<file path="config.mk">
export PLATFORM = sky130hd
export DESIGN_NAME = level_meter_peak_hold
export DESIGN_NICKNAME = d
export VERILOG_FILES = /design/src/rtl/core/lmph_pkg.sv /design/src/rtl/core/level_meter_peak_hold.sv /design/src/rtl/core/lmph_cfg_regs.sv /design/src/rtl/core/lmph_in_stage.sv /design/src/rtl/core/lmph_ballistics.sv
export SDC_FILE = /design/constraint.sdc
export NUM_CORES = 2
export LEC_CHECK = 0
export BUFFER_PORTS_ARGS = -buffer_cell sky130_fd_sc_hd__buf_2
export CAP_MARGIN = 20
export CORE_MARGIN = 2
export CORE_UTILIZATION = 60
export CTS_BUF_LIST = sky130_fd_sc_hd__clkbuf_16
export DETAILED_ROUTE_END_ITERATION = 6
export PLACE_DENSITY_LB_ADDON = 0.12
export REMOVE_ABC_BUFFERS = 1
export SYNTH_ARGS = -nofsm -noshare
export SYNTH_HDL_FRONTEND = slang
export SYNTH_SLANG_ARGS = --single-unit
</file>
<file path="constraint.sdc">
create_clock -name i_clk -period 33.6 [get_ports i_clk]
set_input_delay 1.68 -clock i_clk [delete_from_list [all_inputs] [get_ports i_clk]]
set_output_delay 1.68 -clock i_clk [all_outputs]
set_load 0.01 [all_outputs]
</file>
<file path="src/rtl/core/lmph_pkg.sv">
// ----------------------------------------------------------------------------
// lmph_pkg: shared types and constants of the level meter
// Level format, command and register codes, configuration bundle.
// ----------------------------------------------------------------------------
package lmph_pkg;

    localparam int FRAC_BITS    = 16;
    localparam int LVL_W        = FRAC_BITS + 1;   // 0 .. full scale inclusive
    localparam int HOLD_W       = 11;
    localparam int HOLD_TICKS_W = 10;
    localparam int DB_W         = 16;
    localparam int CFG_IDX_W    = 3;
    localparam int CFG_DATA_W   = 17;
    localparam int PROD_W       = 2 * LVL_W;

    typedef logic [LVL_W-1:0]  t_lvl;
    typedef logic [HOLD_W-1:0] t_hold;

    localparam t_lvl  FULL_SCALE = t_lvl'(1 << FRAC_BITS);
    localparam t_hold HOLD_MAX   = '1;

    // dB window in Q7.8: -60 dB .. +6 dB
    localparam logic signed [DB_W-1:0] DB_LOW  = -16'sd15360;
    localparam logic signed [DB_W-1:0] DB_HIGH = 16'sd1536;
    // (x*65536 + 8448) / 16896 == (x*256 + 33) / 66, done as a reciprocal multiply
    localparam int          DB_NUM_W   = 23;
    localparam logic [22:0] DB_RECIP   = 23'd8134408;   // ceil(2^29 / 66)
    localparam int          DB_SHIFT   = 29;
    localparam logic [22:0] DB_ROUND   = 23'd33;

    typedef enum logic [1:0] {
        CMD_SET_LEVEL = 2'd0,
        CMD_SET_DB    = 2'd1,
        CMD_TICK      = 2'd2
    } t_cmd;

    typedef enum logic [CFG_IDX_W-1:0] {
        CFG_HOLD_ENABLE    = 3'd0,
        CFG_HOLD_TICKS     = 3'd1,
        CFG_DECAY_STEP     = 3'd2,
        CFG_SMOOTH_COEF    = 3'd3,
        CFG_CLIP_THRESHOLD = 3'd4
    } t_cfg_idx;

    typedef struct packed {
        logic                    hold_enable;
        logic [HOLD_TICKS_W-1:0] hold_ticks;
        t_lvl                    decay_step;
        t_lvl                    smooth_coef;
        t_lvl                    clip_threshold;
    } t_cfg;

endpackage

</file>
<file path="src/rtl/core/level_meter_peak_hold.sv">
// ----------------------------------------------------------------------------
// level_meter_peak_hold: audio level meter ballistics
// Peak hold with decay, one-pole smoothing and clip indication.
// ----------------------------------------------------------------------------
// Each input item is a command: set a normalised level (clamped to full scale
// 65536), set a level in dB (Q7.8, -60..+6 dB mapped linearly onto 0..full
// scale, rounded to nearest) or a display tick. Every item gives exactly one
// result item holding the meter state after the update. One item is taken per
// clock while the input does not stall; the item goes into the input register,
// then through the state update whose registers are the result register, and
// the result is valid once the update has taken it. The input stalls only
// while the input register holds an item and a result is waiting under stall.
// Configuration is written through its own always-ready port and should only
// change while no item is in flight.
// ----------------------------------------------------------------------------
module level_meter_peak_hold
    import lmph_pkg::*;
(
    input  logic                   i_clk,
    input  logic                   i_rst_n,
    // input item channel
    input  logic                   i_in_valid,
    output logic                   o_in_stall,
    input  logic [1:0]             i_command,
    input  logic [LVL_W-1:0]       i_level_in,
    input  logic signed [DB_W-1:0] i_db_in,
    // result item channel
    output logic                   o_out_valid,
    input  logic                   i_out_stall,
    output logic [LVL_W-1:0]       o_level_out,
    output logic [LVL_W-1:0]       o_smooth_out,
    output logic [LVL_W-1:0]       o_peak_out,
    output logic                   o_clip_out,
    // configuration write channel
    input  logic                   i_cfg_valid,
    output logic                   o_cfg_ready,
    input  logic [CFG_IDX_W-1:0]   i_cfg_index,
    input  logic [CFG_DATA_W-1:0]  i_cfg_data
);

    t_cfg cfg;
    t_cmd in_cmd;
    t_lvl in_level;

    logic r_in_vld,  n_in_vld;
    logic r_out_vld, n_out_vld;
    logic advance;     // state/result stage free to take an item
    logic fire;        // item moves from input register into the state update
    logic in_acc;

    // The state registers double as the result register: they only change on
    // fire, and fire only happens when the previous result has been taken.
    assign advance    = !r_out_vld || !i_out_stall;
    assign fire       = r_in_vld && advance;
    assign o_in_stall = r_in_vld && !advance;
    assign in_acc     = i_in_valid && !o_in_stall;

    assign n_in_vld  = in_acc || (r_in_vld && !fire);
    assign n_out_vld = fire || (r_out_vld && i_out_stall);

    always_ff @(posedge i_clk) begin
        if (!i_rst_n) begin
            r_in_vld  <= 1'b0;
            r_out_vld <= 1'b0;
        end else begin
            r_in_vld  <= n_in_vld;
            r_out_vld <= n_out_vld;
        end
    end

    assign o_out_valid = r_out_vld;

    lmph_cfg_regs u_cfg (
        .i_clk       (i_clk),
        .i_rst_n     (i_rst_n),
        .i_cfg_valid (i_cfg_valid),
        .i_cfg_index (i_cfg_index),
        .i_cfg_data  (i_cfg_data),
        .o_cfg_ready (o_cfg_ready),
        .o_cfg       (cfg)
    );

    lmph_in_stage u_in (
        .i_clk      (i_clk),
        .i_load     (in_acc),
        .i_command  (i_command),
        .i_level_in (i_level_in),
        .i_db_in    (i_db_in),
        .o_cmd      (in_cmd),
        .o_level    (in_level)
    );

    lmph_ballistics u_bal (
        .i_clk          (i_clk),
        .i_rst_n        (i_rst_n),
        .i_fire         (fire),
        .i_cmd          (in_cmd),
        .i_level        (in_level),
        .i_cfg          (cfg),
        .o_level_now    (o_level_out),
        .o_level_smooth (o_smooth_out),
        .o_peak_marker  (o_peak_out),
        .o_clip_flag    (o_clip_out)
    );

endmodule

</file>
<file path="src/rtl/core/lmph_cfg_regs.sv">
// ----------------------------------------------------------------------------
// lmph_cfg_regs: configuration register file
// Five registers written by index, always ready.
// ----------------------------------------------------------------------------
module lmph_cfg_regs
    import lmph_pkg::*;
(
    input  logic                  i_clk,
    input  logic                  i_rst_n,
    input  logic                  i_cfg_valid,
    input  logic [CFG_IDX_W-1:0]  i_cfg_index,
    input  logic [CFG_DATA_W-1:0] i_cfg_data,
    output logic                  o_cfg_ready,
    output t_cfg                  o_cfg
);

    t_cfg r_cfg, n_cfg;

    assign o_cfg_ready = 1'b1;
    assign o_cfg       = r_cfg;

    always_comb begin
        n_cfg = r_cfg;
        if (i_cfg_valid) begin
            case (t_cfg_idx'(i_cfg_index))
                CFG_HOLD_ENABLE:    n_cfg.hold_enable    = i_cfg_data[0];
                CFG_HOLD_TICKS:     n_cfg.hold_ticks     = i_cfg_data[HOLD_TICKS_W-1:0];
                CFG_DECAY_STEP:     n_cfg.decay_step     = t_lvl'(i_cfg_data);
                CFG_SMOOTH_COEF:    n_cfg.smooth_coef    = t_lvl'(i_cfg_data);
                CFG_CLIP_THRESHOLD: n_cfg.clip_threshold = t_lvl'(i_cfg_data);
                default: ;
            endcase
        end
    end

    always_ff @(posedge i_clk) begin
        if (!i_rst_n) begin
            r_cfg.hold_enable    <= 1'b1;
            r_cfg.hold_ticks     <= HOLD_TICKS_W'(57);
            r_cfg.decay_step     <= t_lvl'(350);
            r_cfg.smooth_coef    <= t_lvl'(19661);
            r_cfg.clip_threshold <= t_lvl'(62259);
        end else begin
            r_cfg <= n_cfg;
        end
    end

endmodule

</file>
<file path="src/rtl/core/lmph_in_stage.sv">
// ----------------------------------------------------------------------------
// lmph_in_stage: input register with level conversion
// Clamps a normalised level or maps a dB value, then registers the item.
// ----------------------------------------------------------------------------
module lmph_in_stage
    import lmph_pkg::*;
(
    input  logic                   i_clk,
    input  logic                   i_load,
    input  logic [1:0]             i_command,
    input  logic [LVL_W-1:0]       i_level_in,
    input  logic signed [DB_W-1:0] i_db_in,
    output t_cmd                   o_cmd,
    output t_lvl                   o_level
);

    t_cmd r_cmd;
    t_lvl r_level;
    t_lvl n_level;

    logic [DB_W-1:0]              db_ofs;
    logic [DB_NUM_W-1:0]          db_num;
    logic [2*DB_NUM_W-1:0]        db_prod;
    t_lvl                         db_level;

    always_comb begin
        db_ofs  = i_db_in - DB_LOW;
        db_num  = {db_ofs[DB_NUM_W-9:0], 8'h00} + DB_ROUND;
        db_prod = db_num * DB_RECIP;
        if (i_db_in <= DB_LOW) begin
            db_level = '0;
        end else if (i_db_in >= DB_HIGH) begin
            db_level = FULL_SCALE;
        end else begin
            db_level = db_prod[DB_SHIFT +: LVL_W];
        end
    end

    always_comb begin
        case (t_cmd'(i_command))
            CMD_SET_LEVEL: n_level = (i_level_in > FULL_SCALE) ? FULL_SCALE : i_level_in;
            CMD_SET_DB:    n_level = db_level;
            default:       n_level = '0;
        endcase
    end

    always_ff @(posedge i_clk) begin
        if (i_load) begin
            r_cmd   <= t_cmd'(i_command);
            r_level <= n_level;
        end
    end

    assign o_cmd   = r_cmd;
    assign o_level = r_level;

endmodule

</file>
<file path="src/rtl/core/lmph_ballistics.sv">
// ----------------------------------------------------------------------------
// lmph_ballistics: meter state and its update
// Level set, smoothing, level and peak decay, hold count, clip flag.
// ----------------------------------------------------------------------------
module lmph_ballistics
    import lmph_pkg::*;
(
    input  logic  i_clk,
    input  logic  i_rst_n,
    input  logic  i_fire,
    input  t_cmd  i_cmd,
    input  t_lvl  i_level,
    input  t_cfg  i_cfg,
    output t_lvl  o_level_now,
    output t_lvl  o_level_smooth,
    output t_lvl  o_peak_marker,
    output logic  o_clip_flag
);

    t_lvl  r_level_now,  n_level_now;
    t_lvl  r_level_smooth, n_level_smooth;
    t_lvl  r_peak_marker, n_peak_marker;
    t_lvl  r_peak_latched, n_peak_latched;
    t_hold r_hold_count, n_hold_count;
    logic  r_clip_flag, n_clip_flag;

    logic              up;
    t_lvl              diff;
    logic [PROD_W-1:0] prod;
    t_lvl              step;
    logic [LVL_W:0]    sum;
    t_lvl              smooth_t;
    t_lvl              level_t;
    t_hold             hold_t;
    logic              decay_on;
    t_lvl              peak_dec;
    logic              raise;

    // tick path
    always_comb begin
        up   = (r_level_now >= r_level_smooth);
        diff = up ? (r_level_now - r_level_smooth) : (r_level_smooth - r_level_now);
        prod = (PROD_W'(diff) * PROD_W'(i_cfg.smooth_coef))
             + PROD_W'(1 << (FRAC_BITS - 1));
        step = prod[FRAC_BITS +: LVL_W];
        sum  = {1'b0, r_level_smooth} + {1'b0, step};
        if (up) begin
            smooth_t = (sum > {1'b0, FULL_SCALE}) ? FULL_SCALE : sum[LVL_W-1:0];
        end else begin
            smooth_t = (r_level_smooth > step) ? (r_level_smooth - step) : '0;
        end

        level_t  = (r_level_now > i_cfg.decay_step) ? (r_level_now - i_cfg.decay_step) : '0;
        hold_t   = (r_hold_count != HOLD_MAX) ? (r_hold_count + t_hold'(1)) : r_hold_count;
        decay_on = i_cfg.hold_enable && (hold_t > t_hold'(i_cfg.hold_ticks));
        peak_dec = (r_peak_marker > i_cfg.decay_step) ?
                   (r_peak_marker - i_cfg.decay_step) : '0;
    end

    always_comb begin
        n_level_now    = r_level_now;
        n_level_smooth = r_level_smooth;
        n_peak_marker  = r_peak_marker;
        n_peak_latched = r_peak_latched;
        n_hold_count   = r_hold_count;
        n_clip_flag    = r_clip_flag;
        raise          = (i_level > r_peak_marker);
        if (i_fire) begin
            case (i_cmd)
                CMD_SET_LEVEL, CMD_SET_DB: begin
                    n_level_now = i_level;
                    if (raise) begin
                        n_peak_marker  = i_level;
                        n_peak_latched = i_level;
                        n_hold_count   = '0;
                    end
                    n_clip_flag = (n_peak_latched > i_cfg.clip_threshold);
                end
                CMD_TICK: begin
                    n_level_smooth = smooth_t;
                    n_level_now    = level_t;
                    n_hold_count   = hold_t;
                    if (decay_on) begin
                        n_peak_marker = (peak_dec < level_t) ? level_t : peak_dec;
                    end
                end
                default: ;
            endcase
        end
    end

    always_ff @(posedge i_clk) begin
        if (!i_rst_n) begin
            r_level_now    <= '0;
            r_level_smooth <= '0;
            r_peak_marker  <= '0;
            r_peak_latched <= '0;
            r_hold_count   <= '0;
            r_clip_flag    <= 1'b0;
        end else begin
            r_level_now    <= n_level_now;
            r_level_smooth <= n_level_smooth;
            r_peak_marker  <= n_peak_marker;
            r_peak_latched <= n_peak_latched;
            r_hold_count   <= n_hold_count;
            r_clip_flag    <= n_clip_flag;
        end
    end

    assign o_level_now    = r_level_now;
    assign o_level_smooth = r_level_smooth;
    assign o_peak_marker  = r_peak_marker;
    assign o_clip_flag    = r_clip_flag;

endmodule
</file>
# Word-level counts from Yosys, hierarchy flattened
# Cells that the tools add are included.
[op_classes] n_addsub=10 mul=2 magnitude_cmp=12 eq_ne=10 muxes=21 n_reduce_logical=29
[op_table] cell="two-way mux 17 bit" count=15
[op_table] cell="case mux 17 bit (2 select lines)" count=3
[op_table] cell="greater-than comparator 17 bit" count=5
[op_table] cell="subtractor 17 bit" count=5
[op_table] cell="multiplier 23 x 20 -> 43 bit, second input constant" count=1
[op_table] cell="adder 33 x 16 -> 33 bit, second input constant" count=1
[op_table] cell="multiplier 17 x 17 -> 33 bit" count=1
[op_table] cell="adder 23 x 6 -> 23 bit, second input constant" count=1
[op_table] cell="two-way mux 11 bit" count=2
[op_table] cell="case mux 11 bit (2 select lines)" count=1
[op_table] cell="adder 17 x 17 -> 18 bit" count=1
[op_table] cell="greater-than comparator 18 x 17 -> 1 bit, second input constant" count=1
[op_table] cell="greater-or-equal comparator 17 bit" count=1
[op_table] cell="greater-than comparator 17 bit, second input constant" count=1
[op_table] cell="less-than comparator 17 bit" count=1
[op_table] cell="greater-or-equal comparator 16 x 12 -> 1 bit, second input constant" count=1
[op_table] cell="less-or-equal comparator 16 x 15 -> 1 bit, second input constant" count=1
[op_table] cell="AND reduction 2 bit" count=8
[op_table] cell="subtractor 15 bit, second input constant" count=1
[op_table] cell="adder 11 x 1 -> 11 bit, second input constant" count=1
[op_table] cell="greater-than comparator 11 x 10 -> 1 bit" count=1
[op_table] cell="inequality test 11 bit, second input constant" count=1
[op_table] cell="== test 3 x 2 -> 1 bit, second input constant" count=2
[op_table] cell="logical AND 1 bit" count=6
[op_table] cell="other kinds (13)" count=22
[totals] reg_bits=163 in_bits=60 output_inout_bits=55

# Logic depth before layout (Yosys ltp)
[depth] ltp_word=8 mapped_depth=49 depth_no_buf=45

# By module
# From an unflattened synthesis, not the netlist that was laid out.
[hier_totals] cells_unflattened=3502 area_unflattened_um2=29448.2
[modules_own_cells] module="lmph_ballistics" n_inst=1 cells_per_inst=2566 area_each_um2=20233.2
[modules_own_cells] module="lmph_in_stage" n_inst=1 cells_per_inst=683 area_each_um2=6608.8
[modules_own_cells] module="lmph_cfg_regs" n_inst=1 cells_per_inst=245 area_each_um2=2522.4
[modules_own_cells] module="level_meter_peak_hold" n_inst=1 cells_per_inst=8 area_each_um2=83.8

# Worst setup path before layout
# Ideal clock, no wire load.
[synth_timing] kind="register -> register" start="register u_bal.r_level_now[1] (netlist: u_bal.o_level_now[1])" end="register u_bal.r_level_smooth[13] (netlist: u_bal.o_level_smooth[13])" t_arrival_ns=10.542 required_ns=33.530 slack_ns=22.988 stages_incl_launch_ff=48 cell_sequence="dfxtp_1 > inv_1 > ha_1 > nor2b_1 > o2111ai_1 > nor3b_2 > a211o_1 > and3_1 > buf_2 > nor2_1 > a31oi_2 > a31oi_1 > xnor2_1 > buf_2 > and2_1 > fa_1 > inv_1 > fa_1 > [... 12 more ...] > o21ai_1 > a31o_2 > a211oi_1 > o21ba_2 > o21bai_1 > xor2_1 > ha_1 > buf_2 > inv_2 > nor3_1 > nand3_1 > a31oi_1 > xor2_1 > or4_1 > buf_2 > a21o_1 > o32a_1 > a21oi_1"
[synth_via] elab_chain_cells=8 word_cells_on_any_way=13 classes_between="add/sub: 5; mul: 1; order compare: 3; mux: 4"
[synth_lines] item="start, declared" line="lmph_ballistics.sv:20" source="t_lvl r_level_now, n_level_now;"
[synth_lines] item="start signal, assigned" line="lmph_ballistics.sv:101" source="r_level_now <= n_level_now;"
[synth_lines] item="subtractor 17 bit or greater-or-equal comparator 17 bit (tied branches)" line="lmph_ballistics.sv:42, lmph_ballistics.sv:41"
[synth_lines] item="two-way mux 17 bit" line="lmph_ballistics.sv:42" source="diff = up ? (r_level_now - r_level_smooth) : (r_level_smooth - r_level_now);"
[synth_lines] item="multiplier 17 x 17 -> 33 bit" line="lmph_ballistics.sv:43" source="prod = (PROD_W'(diff) * PROD_W'(i_cfg.smooth_coef))"
[synth_lines] item="adder 33 x 16 -> 33 bit" line="lmph_ballistics.sv:44" source="+ PROD_W'(1 << (FRAC_BITS - 1));"
[synth_lines] item="adder 17 x 17 -> 18 bit" line="lmph_ballistics.sv:46" source="sum = {1'b0, r_level_smooth} + {1'b0, step};"
[synth_lines] item="greater-than comparator 18 x 17 -> 1 bit" line="lmph_ballistics.sv:48" source="smooth_t = (sum > {1'b0, FULL_SCALE}) ? FULL_SCALE : sum[LVL_W-1:0];"
[synth_lines] item="two-way mux 17 bit" line="lmph_ballistics.sv:48"
[synth_lines] item="two-way mux 17 bit *" line="lmph_ballistics.sv:47" source="if (up) begin"
[synth_lines] item="end signal, assigned" line="lmph_ballistics.sv:102" source="r_level_smooth <= n_level_smooth;"
[synth_lines] item="end, declared" line="lmph_ballistics.sv:21" source="t_lvl r_level_smooth, n_level_smooth;"
# Every way passes the cells marked *; elsewhere a longest branch is shown, timed or not.
# A chain may end at the register's enable or synchronous reset.

# Worst setup path in the final report
[layout_timing] start="register u_bal.r_level_now[15] (netlist: u_bal.o_level_now[15])" end="register u_bal.r_level_smooth[9] (netlist: u_bal.o_level_smooth[9])"
# The elaborated chain is that of the path after synthesis.

==> flow_metrics.tcl <==
set metrics [dict create \
    outcome "finished, final reports clean" \
    routed_wire_length_per_instance_um 21.5 \
    clock_tree.htree_level_count 4 \
    fin_crit_sh_pct 37.9 \
    detail_route.drc_violations 0 \
    place_congestion 0.999 \
    cts_tree "done" \
    syn-instance-count 3485 \
    launch_point_of_the_worst_reg_to_reg_path "u_bal.o_level_now[15]" \
    yosysUniqueCellTypes 91 \
    number_of_gates_resized_after_cts 0 \
    detail_route.wirelength_mm 88.9 \
    grt_pass1_vias 26000 \
    register_bit_count_reported_by_yosys 163 \
    io_buffers 113 \
    worst_hold_margin_ps 455 \
    slew-limit-headroom_pct 21.7 \
    num_antenna_cells 0 \
    drt_first_iter_violations 2009 \
    grt.overflow.total 0 \
    die-height_um 224 \
    die_w_um 224 \
    most_common_cell_in_the_synthesized_netlist "inv_1" \
    timing.critical_path.arrival_ps 13090 \
    synth_top_area_cell "fa_1" \
    final-setup-viol-count 0 \
    drtPass1Iterations 7 \
    syn_area_um2 29100 \
    holdBufCountCts 0 \
    synth.top_cell.area_share_pct 22.3 \
    cts_setup_buffers 0 \
    tritoncts_num_sinks 163 \
    route.antenna.remaining_nets 0 \
    yosys_warnings 0 \
    netlist_top_cells_area "fa_1 22%, ha_1 19%, dfxtp_1 9.9%" \
    finClkSkew_ps 14.5 \
    avgSynthCellArea_um2 8.34 \
    grt_max_degree 92 \
    hold_path.class "reg -> reg" \
    max_cap_violations 0 \
    worst-setup-path-type "reg -> reg" \
    cts-buffers-inserted 17 \
    clkSlewWorstSetupHoldPaths_ps 70 \
    route.detailed.vias_per_inst 6.10 \
    global_router_s_overall_resource_usage_pct 36.0 \
    synth_enable_flop_cells 19 \
    clk-insertion-delay-late_ps 450 \
    crit_slowest_cell "xnor2_2" \
    place_hpwl_mm 70.8 \
    boundaryPins 115 \
    actual_slew_at_the_worst_max_slew_pin_ps 1170 \
    via_count 25200 \
    number_of_antenna_violations_at_the_first_check_in_global_routing 0 \
    layout.nets 4316 \
    worst_ep_required_time_ps 33940 \
    unrepaired_setup_endpoints_after_global_routing "no" \
    synthTopCellsByCount "624 x inv_1, 431 x ha_1, 348 x nand2_1" \
    grt_first_pass_wirelength_mm 141 \
    timing.final.crit_period_ps 12740 \
    max_stage_delay_ps 780 \
    ys_seq_area_share_pct 11.9 \
    die_area_um2 50200 \
    fp-row-count 80 \
    postSynth.topFlopCell "dfxtp_1" \
    cts_root_buffer "clkbuf_16" \
    reg2reg_setup_slack_ps 20860 \
    startpoint_class "flop" \
    min-delay-start "u_cfg.o_cfg[11]" \
    ctsLongestPathBuffers 2 \
    worstPathMaxFanout 55 \
    initial_core_util_pct 60.9 \
    final-hold-violation-count 0 \
    worst_setup_path_end_kind "flop" \
    fmaxAchievable_ghz 0.0785 \
    drive_gt1_share_pct 6.63 \
    crit_start "u_bal.o_level_now[15]" \
    slew_viol_final 0 \
    syn_to_final_growth_pct 5.53 \
    asyncSetResetFlopFracSynth_pct 0 \
    setup_total_negative_slack_ps 0 \
    fp.coreArea_um2 47700 \
]
## state kept, by name (all words and copies together), names as in the netlist
signal,count
r_in_vld,1
u_bal.o_peak_marker,17
o_out_valid,1
u_bal.o_level_now,17
u_in.o_cmd,2
u_bal.o_clip_flag,1
u_bal.r_peak_latched,17
u_bal.o_level_smooth,17
u_bal.r_hold_count,11
u_in.o_level,17
u_cfg.o_cfg,62
## placed cells by master, fill, tap and decap left out, types with 53 or more instances in the layout
| cell type | n |
|---|---|
| dfxtp_1 | 144 |
| buf_2 | 113 |
| a21oi_1 | 175 |
| a21o_1 | 62 |
| fa_1 | 324 |
| inv_1 | 624 |
| o21ai_0 | 89 |
| nand3_1 | 76 |
| nor2b_1 | 53 |
| ha_1 | 431 |
| nand2_1 | 348 |
| xnor2_1 | 74 |
| nor2_1 | 158 |
| and2_1 | 148 |
## kinds of logic (layout without fill, tap and decap cells)
group	Yosys count	in the layout	share of synthesized area, %
simple gates	978	978	16.4
buf+inv	772	800	10.1
fa+ha+maj	755	755	40.9
compound gates	644	644	15.1
flops	163	163	11.9
xor+xnor	116	116	3.52
mux	56	56	2.01
other cells	1	2	0.0129
## final cells by class
class                   instances  area (um2)
fillers                      4211       17100
repair buffers                141         783
clock buffers                  17         425
inverters                     627        2350
multi-input cells            2551       22700
well taps                     615         769
clock inverters                15         145
flip-flops and latches        163        3450
## worst max-delay path, delay by kind of cell (launching register included)
family,cells,cell delay (ps)
AOI/OAI and AO/OA,14,3510
buffers and inverters,8,1290
and+or+nand+nor,8,1840
muxes,1,260
DFF,1,550
xor gates and xnor gates,3,1080
adders and majority gates,9,4040
## metrics by stage
step	instance area, um2	util (%)	setup WS, ps	cells
after CTS	30700	64.2	20980	4128
final	30700	64.3	20860	4129
after detailed placement	30100	63.0	21010	4096
after global placement	30100	63.0	21240	4095
after floorplan	28500	-	22110	3341
after global routing	30700	64.3	20040	4129
## path summary, 6_finish.rpt
path                                                end  cells after the start
worst max-delay path            u_bal.o_level_smooth[9]                     43
worst min-delay path                    u_cfg.o_cfg[11]                      2
worst min register to register          u_cfg.o_cfg[11]                      2
worst max register to register  u_bal.o_level_smooth[9]                     43
## per-layer routing
layer / routed length, um / GRT usage [%]
met3: 6890 / 5.38
met4: 4580 / 16.7
met2: 42400 / 61.3
met1: 35000 / 45.1
met5: 0 / 0
Power is not shown: default switching activity piles up to over one toggle a cycle in this logic, so the estimate is an artifact.
